==> src/rtl/isnr_pkg.sv <==
`default_nettype none
package isnr_pkg;

   localparam int DEFAULT_SAMPLE_BITS = 16;
   localparam int DEFAULT_COUNT_BITS  = 24;

   localparam int LOG_FRAC    = 24;
   localparam int MANT_BITS   = 32;
   localparam int SCALE_BITS  = 26;
   localparam int ROUND_SHIFT = 40;
   localparam logic [SCALE_BITS-1:0] SNR_SCALE = 26'd50504453;

   localparam logic [1:0] STATUS_OK          = 2'd0;
   localparam logic [1:0] STATUS_NOISE_ZERO  = 2'd1;
   localparam logic [1:0] STATUS_SIGNAL_ZERO = 2'd2;
   localparam logic [1:0] STATUS_BOTH_ZERO   = 2'd3;

   localparam logic [15:0] SNR_MAX  = 16'h7FFF;
   localparam logic [15:0] SNR_MIN  = 16'h8000;
   localparam logic [15:0] SNR_ZERO = 16'h0000;

   typedef enum logic [3:0] {
      ST_ACCUM,
      ST_MUL_LOAD,
      ST_MUL_RUN,
      ST_MUL_DONE,
      ST_CHECK,
      ST_LOG_LOAD,
      ST_NORM,
      ST_FRAC_INIT,
      ST_FRAC,
      ST_LOG_STORE,
      ST_SCALE,
      ST_ROUND,
      ST_OUTPUT
   } state_type;

   typedef enum logic [1:0] {
      MUL_REF_SQ,
      MUL_REF_N,
      MUL_DIFF_SQ,
      MUL_DIFF_N
   } mul_op_type;

   typedef struct packed {
      logic       take;
      logic       mul_load;
      logic       mul_step;
      logic       mul_done;
      mul_op_type mul_op;
      logic       log_load;
      logic       norm_step;
      logic       frac_init;
      logic       frac_step;
      logic       log_store;
      logic       log_sel;
      logic       scale;
      logic       round;
      logic       result_load;
   } cmd_type;

   typedef struct packed {
      logic norm_done;
      logic a_zero;
      logic b_zero;
      logic out_free;
   } stat_type;

endpackage
`default_nettype wire

==> src/rtl/isnr_ctrl.sv <==
`default_nettype none
module isnr_ctrl import isnr_pkg::*; #(
   parameter int SAMPLE_BITS = DEFAULT_SAMPLE_BITS,
   parameter int COUNT_BITS  = DEFAULT_COUNT_BITS
) (
   input  wire logic     clock,
   input  wire logic     reset,
   input  wire logic     req_valid,
   input  wire logic     req_last,
   output logic          req_ready,
   input  wire stat_type stat,
   output cmd_type       cmd
);
   localparam int MW       = SAMPLE_BITS + 1 + COUNT_BITS;
   localparam int STEP_MAX = (MW > LOG_FRAC) ? MW : LOG_FRAC;
   localparam int SW       = $clog2(STEP_MAX);

   state_type      state_ff, state_in;
   mul_op_type     op_ff, op_in;
   logic [SW-1:0]  step_ff, step_in;
   logic           sel_ff, sel_in;
   logic           take;

   assign req_ready = (state_ff == ST_ACCUM);
   assign take      = req_valid && req_ready;

   always_ff @(posedge clock) begin
      if (reset) begin
         state_ff <= ST_ACCUM;
         op_ff    <= MUL_REF_SQ;
         step_ff  <= '0;
         sel_ff   <= 1'b0;
      end else begin
         state_ff <= state_in;
         op_ff    <= op_in;
         step_ff  <= step_in;
         sel_ff   <= sel_in;
      end
   end

   always_comb begin
      state_in = state_ff;
      op_in    = op_ff;
      step_in  = step_ff;
      sel_in   = sel_ff;
      unique case (state_ff)
         ST_ACCUM: begin
            if (take && req_last) begin
               state_in = ST_MUL_LOAD;
               op_in    = MUL_REF_SQ;
            end
         end
         ST_MUL_LOAD: begin
            step_in  = '0;
            state_in = ST_MUL_RUN;
         end
         ST_MUL_RUN: begin
            step_in = step_ff + 1'b1;
            if (step_ff == SW'(MW - 1)) state_in = ST_MUL_DONE;
         end
         ST_MUL_DONE: begin
            if (op_ff == MUL_DIFF_N) begin
               state_in = ST_CHECK;
            end else begin
               op_in    = mul_op_type'(op_ff + 2'd1);
               state_in = ST_MUL_LOAD;
            end
         end
         ST_CHECK: begin
            sel_in = 1'b0;
            if (stat.a_zero || stat.b_zero) state_in = ST_OUTPUT;
            else state_in = ST_LOG_LOAD;
         end
         ST_LOG_LOAD: state_in = ST_NORM;
         ST_NORM: begin
            if (stat.norm_done) state_in = ST_FRAC_INIT;
         end
         ST_FRAC_INIT: begin
            step_in  = '0;
            state_in = ST_FRAC;
         end
         ST_FRAC: begin
            step_in = step_ff + 1'b1;
            if (step_ff == SW'(LOG_FRAC - 1)) state_in = ST_LOG_STORE;
         end
         ST_LOG_STORE: begin
            if (sel_ff) begin
               state_in = ST_SCALE;
            end else begin
               sel_in   = 1'b1;
               state_in = ST_LOG_LOAD;
            end
         end
         ST_SCALE: state_in = ST_ROUND;
         ST_ROUND: state_in = ST_OUTPUT;
         ST_OUTPUT: begin
            if (stat.out_free) state_in = ST_ACCUM;
         end
         default: state_in = ST_ACCUM;
      endcase
   end

   always_comb begin
      cmd             = '0;
      cmd.mul_op      = op_ff;
      cmd.log_sel     = sel_ff;
      cmd.take        = take;
      cmd.mul_load    = (state_ff == ST_MUL_LOAD);
      cmd.mul_step    = (state_ff == ST_MUL_RUN);
      cmd.mul_done    = (state_ff == ST_MUL_DONE);
      cmd.log_load    = (state_ff == ST_LOG_LOAD);
      cmd.norm_step   = (state_ff == ST_NORM) && !stat.norm_done;
      cmd.frac_init   = (state_ff == ST_FRAC_INIT);
      cmd.frac_step   = (state_ff == ST_FRAC);
      cmd.log_store   = (state_ff == ST_LOG_STORE);
      cmd.scale       = (state_ff == ST_SCALE);
      cmd.round       = (state_ff == ST_ROUND);
      cmd.result_load = (state_ff == ST_OUTPUT) && stat.out_free;
   end

endmodule
`default_nettype wire

==> config.mk <==
export PLATFORM = sky130hd
export DESIGN_NAME = isnr_ctrl
export DESIGN_NICKNAME = d
export VERILOG_FILES = /design/src/rtl/isnr_pkg.sv /design/src/rtl/isnr_ctrl.sv
export SDC_FILE = /design/constraint.sdc
export NUM_CORES = 1
export LEC_CHECK = 0
export ABC_CLOCK_PERIOD_IN_PS = 2290
export BUFFER_PORTS_ARGS = -buffer_cell sky130_fd_sc_hd__buf_2
export CAP_MARGIN = 20
export CORE_ASPECT_RATIO = 1.2
export CORE_UTILIZATION = 55
export CTS_BUF_LIST = sky130_fd_sc_hd__clkbuf_2
export DETAILED_ROUTE_END_ITERATION = 8
export HOLD_SLACK_MARGIN = 0.06
export PLACE_DENSITY = 0.82
export SLEW_MARGIN = 25
export SYNTH_ARGS = -nofsm -noshare
export SYNTH_HDL_FRONTEND = slang
export SYNTH_SLANG_ARGS = --single-unit
==> constraint.sdc <==
create_clock -name clock -period 2.29 [get_ports clock]
set_input_delay 0.458 -clock clock [delete_from_list [all_inputs] [get_ports clock]]
set_output_delay 0.458 -clock clock [all_outputs]
set_load 0.02 [all_outputs]
# After elaboration in Yosys (flattened, before gate mapping)

Cells that the tools add are included.

$add $sub $neg: 2
Equal/unequal tests: 21
Multiplexer cells: 14
Reductions and logical operators: 14

Operators with widths:

| cell                | count |
|---|---|
| $pmux 4 s13         | 1 |
| $mux 4              | 7 |
| $eq 4x4->1 const B  | 5 |
| $eq 4x3->1 const B  | 4 |
| $pmux 6 s2          | 1 |
| $eq 4x2->1 const B  | 2 |
| $add 6x1->6 const B | 1 |
| $eq 6x5->1 const B  | 1 |
| $eq 6x6->1 const B  | 1 |
| $ne 2x1->1 const B  | 3 |
| $ne 2x2->1 const B  | 3 |
| $reduce_bool 2->1   | 3 |
| $reduce_and 5->1    | 1 |
| $eq 4x1->1 const B  | 1 |
| $logic_and 1x1->1   | 4 |
| $logic_not 4->1     | 1 |
| $mux 2              | 2 |
| $pmux 2 s2          | 1 |
| $reduce_or 2->1     | 2 |
| $mux 3              | 1 |
| $reduce_and 3->1    | 1 |
| $add 2x1->2 const B | 1 |
| $eq 2x2->1 const B  | 1 |
| $pmux 1 s2          | 1 |
| other kinds (2)     | 2 |

Register bits: 13
Input bits: 8
Word-level logic and storage cells: 55

# Longest topological paths before layout

Gate-level depths: netlist of the first run.

Depth in word-level cells: 5
Gate-level depth with buffers: 6

# Worst setup path before layout of the first run

OpenSTA, ideal clock, no wires.

Path type: register to output
Start point: register state_ff[3]
End point: output cmd[0] in the netlist's numbering
Arrival time: 1.523 ns
Data required time: 1.832 ns
Setup slack: 0.309 ns
Stages on the path, launching flop included: 4
Path buffers: 2
Path through: dfxtp_1 buf_2 buf_1 nor4b_1

RTL lines:

| element                | line            | source |
|---|---|---|
| from (decl)            | isnr_ctrl.sv:18 | `state_type state_ff, state_in;` |
| from (signal assigned) | isnr_ctrl.sv:34 | `state_ff <= state_in;` |
| to (decl)              | isnr_ctrl.sv:12 | `output cmd_type cmd` |

==> impl_metrics.tcl, run 1 <==
set metrics [dict create \
    status "completed" \
    regToRegSetupSlack_ns 0.38 \
    seq_area_frac_synth 0.2701 \
    arrival_ns 1.72 \
    worstPathMaxFanout 16 \
    grt.total_usage 0.2392 \
    dp_worst_setup_slack_ns 0.4266 \
    num_vias 981 \
    finalCritPeriodShare 0.9510 \
    clockRootBuffer "clkbuf_2" \
    synth_compound_area_frac 0.2506 \
    synthDistinctLibCells 45 \
    synth-xor-area-share 0.009091 \
    start_kind "register" \
    synth_top_family_by_area "simple AND/OR/NAND/NOR gates" \
    fp.dieW_um 40.21 \
    synthSimpleGateAreaFrac 0.3429 \
    first_pass_iters 4 \
    cts_max_level 1 \
    postCtsHoldBufs 0 \
    drive_gt1_frac 0.2587 \
    syn_to_final_growth_pct 11.95 \
    synthCells 124 \
    grt_overflow 0 \
    p_leak_nw 0.4560 \
    synthAdderAreaFrac 0.03896 \
    finalSetupViolCount 0 \
    p_per_area_nw_per_um2 539.0 \
    dp_hpwl_um 1643 \
    grt_pass1_vias 742 \
    clock.fmax_ghz 0.4592 \
    postSynthAreaPerCell_um2 7.770 \
    regArea_um2 261.5 \
    synth-seq-cells 13 \
    vias_per_cell 6.093 \
    wl_um 2182 \
    ys_warn_count 0 \
    vdd_drop_max_mv 0.2798 \
    worstSetupPathType "register to output pin" \
    cp.required_ns 1.83 \
    clkSinkCount 13 \
    drc 0 \
    cts_buffer_depth 2 \
    cts_tree "built" \
    dp_cells 157 \
    worst-slew-pin-transition_ns 0.5249 \
    core_um2 1642 \
    maxCapViolations 0 \
    cp-end-kind "output pin" \
    antenna_found_initial 0 \
    fin_setup_tns_ns 0 \
    stdcell_count 161 \
    relSlewSlack 0.6496 \
    hold_path_class "register to register" \
    cts_made_buffers 3 \
    path_cells "or4b_4, inv_1, buf_2" \
    path_clk_slew_ns 0.13 \
    portBuffers 23 \
    synthMuxAreaShare 0 \
    synth.cell_area_um2 963.4 \
    drtAntennaViolNets 0 \
    routedWlPerCell_um 13.55 \
    start_util 0.5869 \
    finClkSkew_ns 0.002732 \
    multi_input_area_um2 618.1 \
    io_pins 24 \
    die_height_um 47.85 \
    fin_crit_ns 2.178 \
    globalplace.congestion 0.8639 \
    layout.nets 155 \
    setup_slack_ns 0.1123 \
    fin_util 0.6570 \
    clock_latency_ns 0.29 \
    grt_pass1_wl_um 3077 \
    synth_nets 135 \
    grt_max_degree 17 \
    report.final.slew_viol_count 0 \
    cpPeakStageDelay_ns 0.65 \
    rsz0062_at_grt "no" \
    placementRows 16 \
    diodes 0 \
    drt_iter0_markers 10 \
    fin_hold_ws_ns 0.5050 \
    cp_slowest_cell "or4b_4" \
    finalHoldViolCount 0 \
    fillCellCount 156 \
    die_area_um2 1924 \
]
-- worst max-delay path: cells and delay by family (launching register included) --
kind	cells	cell delay (ns)
simple gates	1	0.65
buf+inv	2	0.29
flops	1	0.49
-- routing by layer --
layer | part of all wire | global-route usage
met1 | 0.41 | 0.2535
met2 | 0.54 | 0.4516
met3 | 0.024 | 0.02791
met4 | 0.019 | 0.1200
met5 | 0 | 0
-- placed cells by master, fill, tap and decap left out, types with 2 or more instances in the layout --
| cell type | n |
|---|---|
| nor3b_1 | 5 |
| nor2_1 | 8 |
| inv_1 | 7 |
| ha_1 | 3 |
| buf_2 | 23 |
| nand2b_1 | 6 |
| clkbuf_2 | 4 |
| or4b_4 | 2 |
| o21ai_1 | 2 |
| a21oi_1 | 11 |
| nand3b_1 | 3 |
| a211oi_1 | 4 |
| o21ai_0 | 7 |
| nand4b_1 | 3 |
| nor3_1 | 3 |
| nand3_1 | 5 |
| buf_4 | 2 |
| dfxtp_1 | 12 |
| nand2_1 | 7 |
| a22oi_1 | 2 |
-- final timing paths --
check	from	end	cells past startpoint
worst max-delay path	state_ff[0]$_SDFFE_PP0P_	cmd[5]	3
worst min-delay path	op_ff[1]$_SDFFE_PP0P_	op_ff[1]$_SDFFE_PP0P_	2
worst max register to register	state_ff[0]$_SDFFE_PP0P_	step_ff[5]$_SDFFE_PP0P_	5
worst min register to register	op_ff[1]$_SDFFE_PP0P_	op_ff[1]$_SDFFE_PP0P_	2
-- logic make-up after synthesis --
logic type,after synthesis
simple gates,53
compound gates,37
buf+inv,17
flops,13
fa+ha+maj,3
xor+xnor,1
-- flip-flops by register name (all words and copies together), names as in the netlist --
signal / flops
step_ff: 6
state_ff: 4
op_ff: 2
sel_ff: 1
-- cells in the mapped netlist, drive strengths merged --
library cell,count,share of area
a21oi,11,0.057
a41o,1,0.010
inv,7,0.027
nand4,1,0.0065
buf,7,0.049
a22o,1,0.0091
nor4b,1,0.0091
o31ai,1,0.0078
o211ai,1,0.0078
clkbuf,3,0.012
dfxtp,13,0.27
and3,1,0.0065
or2,2,0.013
ha,3,0.039
o21bai,1,0.0078
nand3,5,0.026
nand4b,3,0.027
nand2b,6,0.039
nor3b,5,0.039
a22oi,2,0.016
and2,1,0.0065
a21o,1,0.0078
a31oi,1,0.0065
or3,1,0.0065
xor2,1,0.0091
nand3b,3,0.023
nor2b,1,0.0065
nand2,8,0.039
a41oi,1,0.0091
a311oi,1,0.016
or4b,2,0.029
nor3,3,0.016
a211oi,4,0.031
a221oi,1,0.0091
o21ai,10,0.056
nor2,8,0.031
nor4,2,0.019
-- stage by stage --
step	power, mW	area, µm²
floorplan	0.4143	963.4
global placement	0.4516	1057
detailed placement	0.4573	1057
CTS	0.5842	1077
global route	0.6184	1079
finish	0.5814	1079
-- layout make-up --
type,instances,area share
multi-input combinational,94,0.5731
timing repair buffer,25,0.1207
inverter,7,0.02436
tap,18,0.02088
clock buffer,4,0.01856
sequential,13,0.2425
-- what timing repair did --
action	in CTS	in global routing
setup endpoints to repair	0	1
setup buffers	0	0
resized for setup	0	1
-- report_power, final --
part | internal (mW) | switching [mW] | total, mW | leakage [nW]
sequential | 0.237 | 0.0263 | 0.263 | 0.106
clock | 0.0463 | 0.0817 | 0.128 | 0.0166
combinational | 0.0740 | 0.117 | 0.191 | 0.334
total | 0.357 | 0.225 | 0.581 | 0.456
Power figures use the tool's default switching activity.
==> run 2: changes to the inputs <==
Settings changed: CORE_UTILIZATION 55 to 58, CTS_CLUSTER_SIZE set to 28, HOLD_SLACK_MARGIN 0.06 to 0.1, PLACE_DENSITY 0.82 to 0.86.
==> impl_metrics.tcl, run 2 (same netlist as run 1, synthesis figures left out) <==
set metrics [dict create \
    status "completed" \
    hold-path-endpoint "step_ff[0]$_SDFFE_PP0P_" \
    power_frac_clock 0.213 \
    rr_endpoint "step_ff[4]$_SDFFE_PP0P_" \
    grt_pass1_vias 814 \
    grt_overflow 0 \
    cp_slowest_cell "or4b_4" \
    hold_path_class "register to register" \
    p_sw_frac 0.3812 \
    reg.largest.list "step_ff: 6 flops, state_ff: 4 flops, op_ff: 2 flops" \
    antenna_found_initial 0 \
    worst-slew-pin-transition_ns 0.5273 \
    finClkSkew_ns 0.003394 \
    diodes 0 \
    cts_max_level 1 \
    finalSetupViolCount 0 \
    globalplace.congestion 0.8573 \
    clockRootBuffer "clkbuf_2" \
    layout_common_cells "buf_2, dfxtp_1, a21oi_1" \
    clock_latency_ns 0.28 \
    die_area_um2 1829 \
    p_per_area_nw_per_um2 532.5 \
    final_common_cell "buf_2" \
    cp-end-kind "output pin" \
    postCtsHoldBufs 0 \
    seqPwrFrac 0.455 \
    finalCritPeriodShare 0.9513 \
    p_int_mw 0.3570 \
    arrival_ns 1.72 \
    path_clk_slew_ns 0.12 \
    drive_gt1_frac 0.2569 \
    relSlewSlack 0.6480 \
    hold_path_depth 2 \
    clock.fmax_ghz 0.4590 \
    cts_buffer_depth 2 \
    syn_to_final_growth_pct 12.47 \
    vias_per_cell 5.919 \
    rsz0062_at_grt "no" \
    hp-start "step_ff[0]$_SDFFE_PP0P_" \
    dp_hpwl_um 1639 \
    io_pins 24 \
    clkSinkCount 13 \
    r2r-start "state_ff[0]$_SDFFE_PP0P_" \
    top_register "step_ff" \
    cts_resized 0 \
    combPwrFrac 0.332 \
    fin_crit_ns 2.178 \
    start_kind "register" \
    drc 0 \
    grt_max_degree 17 \
    grt.total_usage 0.2686 \
    die_height_um 46.65 \
    fin_setup_tns_ns 0 \
    core_um2 1501 \
    portBuffers 23 \
    fp.dieW_um 39.21 \
    regToRegSetupSlack_ns 0.42 \
    drt_iter0_markers 24 \
    worstPathMaxFanout 16 \
    cp.required_ns 1.83 \
    cts_setup_buffers 0 \
    layout.nets 156 \
    power.switching_mw 0.2200 \
    start_util 0.6417 \
    largest_register_ffs 6 \
    stdcell_count 161 \
    cts_made_buffers 3 \
    report.final.slew_viol_count 0 \
    grt_pass1_wl_um 3360 \
    num_vias 953 \
    p_leak_nw 0.4609 \
    wl_um 2154 \
    worstSetupPathType "register to output pin" \
    vdd_drop_max_mv 0.3320 \
    maxCapViolations 0 \
    drtAntennaViolNets 0 \
    first_pass_iters 4 \
    cts_tree "built" \
    path_cells "or4b_4, inv_1, buf_2" \
    placementRows 15 \
    ff2ff_path_depth 5 \
    crit_buf_inv 2 \
    dp_cells 157 \
    finalHoldViolCount 0 \
    routedWlPerCell_um 13.38 \
    cpPeakStageDelay_ns 0.65 \
    critPathTopFamily "simple AND/OR/NAND/NOR gates" \
]
run 2: cell count changes in the layout (fill, tap and decap cells not counted), sizes merged:
cell | previous run | this run
buf | 25 | 26
run 2: metal layers:
layer | share of wire | track usage
met5 | 0 | 0
met4 | 0.014 | 0.1034
met3 | 0.044 | 0.04348
met2 | 0.50 | 0.4500
met1 | 0.44 | 0.3382
run 2: metrics by stage:
stage | instance area, µm² | utilization | hold WS, ns | worst slack, ns | power [mW]
after floorplan | 963.4 | - | 0.4579 | 0.3087 | 0.4143
after global placement | 1064 | 0.7083 | 0.4737 | 0.4820 | 0.4510
after detailed placement | 1064 | 0.7083 | 0.4887 | 0.4410 | 0.4591
after CTS | 1084 | 0.7217 | 0.4999 | 0.1097 | 0.5795
after global routing | 1084 | 0.7217 | 0.5156 | 0.02600 | 0.6109
final | 1084 | 0.7217 | 0.5034 | 0.1115 | 0.5770
run 2: cell type report:
| cell class | count | area [µm²] |
|---|---|---|
| multi-input combinational | 94 | 618.1 |
| fill | 128 | 417.9 |
| sequential | 13 | 260.3 |
| timing repair buffer | 26 | 137.6 |
| inverter | 7 | 26.28 |
| tap | 17 | 21.27 |
| clock buffer | 4 | 20.02 |
run 2: worst reg2reg max path, stage by stage, from the launching register on:
cell	delay, ns
dfxtp_1	0.67
or4b_4	0.27
inv_1	0.08
a311oi_2	0.45
a21oi_1	0.10
a211oi_1	0.23
run 2: worst max-delay path by stage:
| stage | from | endpoint | slack, ns | cells past startpoint |
|---|---|---|---|---|
| floorplan | state_ff[3]$_SDFFE_PP0P_ | cmd[0] | 0.31 | 3 |
| global placement | state_ff[0]$_SDFFE_PP0P_ | cmd[5] | 0.48 | 3 |
| detailed placement | state_ff[0]$_SDFFE_PP0P_ | cmd[5] | 0.44 | 3 |
| CTS | state_ff[0]$_SDFFE_PP0P_ | cmd[5] | 0.11 | 3 |
| global route | state_ff[2]$_SDFFE_PP0P_ | cmd[0] | 0.03 | 3 |
| finish | state_ff[0]$_SDFFE_PP0P_ | cmd[5] | 0.11 | 3 |
run 2: power groups by stage:
stage	Sequential (mW)	Combinational [mW]	Clock, mW
after global routing	0.266	0.211	0.133
after floorplan	0.252	0.163	0
final	0.263	0.192	0.123
after global placement	0.264	0.187	0
after detailed placement	0.267	0.192	0
after CTS	0.262	0.192	0.126
==> run 3: changes to the inputs <==
Settings changed: RECOVER_POWER set to 100.
==> impl_metrics.tcl, run 3 (same netlist as run 1, synthesis figures left out) <==
set metrics [dict create \
    status "completed" \
    power_frac_clock 0.213 \
    num_vias 946 \
    cts_setup_buffers 0 \
    report.final.slew_viol_count 0 \
    fillCellCount 135 \
    worstPathMaxFanout 16 \
    worst-slew-pin-transition_ns 0.5168 \
    dp_hpwl_um 1639 \
    grt_pass1_wl_um 3360 \
    globalplace.congestion 0.8573 \
    clkSinkCount 13 \
    cpPeakStageDelay_ns 0.65 \
    hold_path_class "register to register" \
    grt_max_degree 17 \
    portBuffers 23 \
    cp_slowest_cell "or4b_4" \
    rr_endpoint "step_ff[4]$_SDFFE_PP0P_" \
    diodes 0 \
    power.switching_mw 0.2198 \
    placementRows 15 \
    critPathLaunch "state_ff[0]$_SDFFE_PP0P_" \
    power_mw 0.5735 \
    finalSetupViolCount 0 \
    cts_made_buffers 3 \
    finalCritPeriodShare 0.9528 \
    rsz0062_at_grt "no" \
    hold-path-endpoint "step_ff[0]$_SDFFE_PP0P_" \
    regArea_um2 260.3 \
    drt_iter0_markers 33 \
    regToRegSetupSlack_ns 0.44 \
    hp-start "step_ff[0]$_SDFFE_PP0P_" \
    p_leak_nw 0.4121 \
    clockRootBuffer "clkbuf_2" \
    p_sw_frac 0.3833 \
    reg.largest.list "step_ff: 6 flops, state_ff: 4 flops, op_ff: 2 flops" \
    drc 0 \
    cp.required_ns 1.83 \
    die_area_um2 1829 \
    drive_gt1_frac 0.1806 \
    fp.dieW_um 39.21 \
    cts_max_level 1 \
    worstSetupPathType "register to output pin" \
    fin_setup_tns_ns 0 \
    arrival_ns 1.72 \
    first_pass_iters 4 \
    final_common_cell "dfxtp_1" \
    p_per_area_nw_per_um2 536.1 \
    clock.fmax_ghz 0.4583 \
    cts_tree "built" \
    wl_um 2137 \
    finClkSkew_ns 0.002811 \
    fin_crit_ns 2.182 \
    multi_input_area_um2 618.1 \
    postCtsHoldBufs 0 \
    die_height_um 46.65 \
    antenna_found_initial 0 \
    vdd_drop_max_mv 0.3206 \
    top_register "step_ff" \
    relSlewSlack 0.6550 \
    largest_register_ffs 6 \
    core_um2 1501 \
    grt_overflow 0 \
    syn_to_final_growth_pct 11.04 \
    drtAntennaViolNets 0 \
    path_clk_slew_ns 0.12 \
    io_pins 24 \
    start_util 0.6417 \
    p_int_mw 0.3537 \
    grt_pass1_vias 814 \
    combPwrFrac 0.330 \
    cp-end-kind "output pin" \
    seqPwrFrac 0.457 \
    start_kind "register" \
    routedWlPerCell_um 13.27 \
    fin_util 0.7125 \
    layout.nets 156 \
    finalHoldViolCount 0 \
    r2r-start "state_ff[0]$_SDFFE_PP0P_" \
    clock_latency_ns 0.28 \
    ff2ff_path_depth 5 \
    cts_buffer_depth 2 \
    maxCapViolations 0 \
    vias_per_cell 5.876 \
    cts_resized 0 \
    layout_common_cells "dfxtp_1, a21oi_1, clkbuf_1" \
    hold_path_depth 2 \
    path_cells "or4b_4, inv_1, clkbuf_2" \
    grt.total_usage 0.2686 \
]
-- run 3: changes by cell type in the layout (fill, tap and decap cells not counted), sizes merged --
cell	delta
buf	-14
clkbuf	+14
-- run 3: area by class of cell --
cell class / instances / area share
Multi-Input combinational cell: 94 / 0.5778
Clock buffer: 4 / 0.01871
Tap cell: 17 / 0.01988
Sequential cell: 13 / 0.2433
Timing Repair Buffer: 26 / 0.1158
Inverter: 7 / 0.02456
-- run 3: power groups by stage --
stage	Sequential, mW	Combinational, mW	Clock, mW
finish	0.262	0.189	0.122
global route	0.266	0.208	0.133
CTS	0.262	0.192	0.126
detailed placement	0.267	0.192	0
global placement	0.264	0.187	0
floorplan	0.252	0.163	0
-- run 3: stage by stage --
stage	setup slack, ns	hold slack, ns	area (µm²)	std cells
6_report	0.1082	0.5033	1070	161
5_1_grt	0.02008	0.5156	1070	161
4_1_cts	0.1097	0.4999	1084	161
3_5_place_dp	0.4410	0.4887	1064	157
3_3_place_gp	0.4820	0.4737	1064	157
2_1_floorplan	0.3087	0.4579	963.4	124
-- run 3: worst max-delay path by stage --
stage / end / slack [ns] / cells after the start
6_report: cmd[5] / 0.11 / 3
2_1_floorplan: cmd[0] / 0.31 / 3
5_1_grt: cmd[5] / 0.02 / 3
4_1_cts: cmd[5] / 0.11 / 3
3_5_place_dp: cmd[5] / 0.44 / 3
3_3_place_gp: cmd[5] / 0.48 / 3
-- run 3: metal layers --
metal	vias to the layer above	routed length (µm)	part of all wire	GRT usage
met5	-	0	0	0
met4	0	31	0.015	0.1034
met3	2	75	0.035	0.04348
met2	26	1075	0.50	0.4500
met1	424	955	0.45	0.3382
li1	494	-	-	-
-- run 3: worst max-delay path, delay by kind of cell, from the launching register on --
| kind | cells | cell delay (ns) |
|---|---|---|
| buffers and inverters | 2 | 0.31 |
| flip-flops | 1 | 0.49 |
| AND/OR/NAND/NOR | 1 | 0.65 |
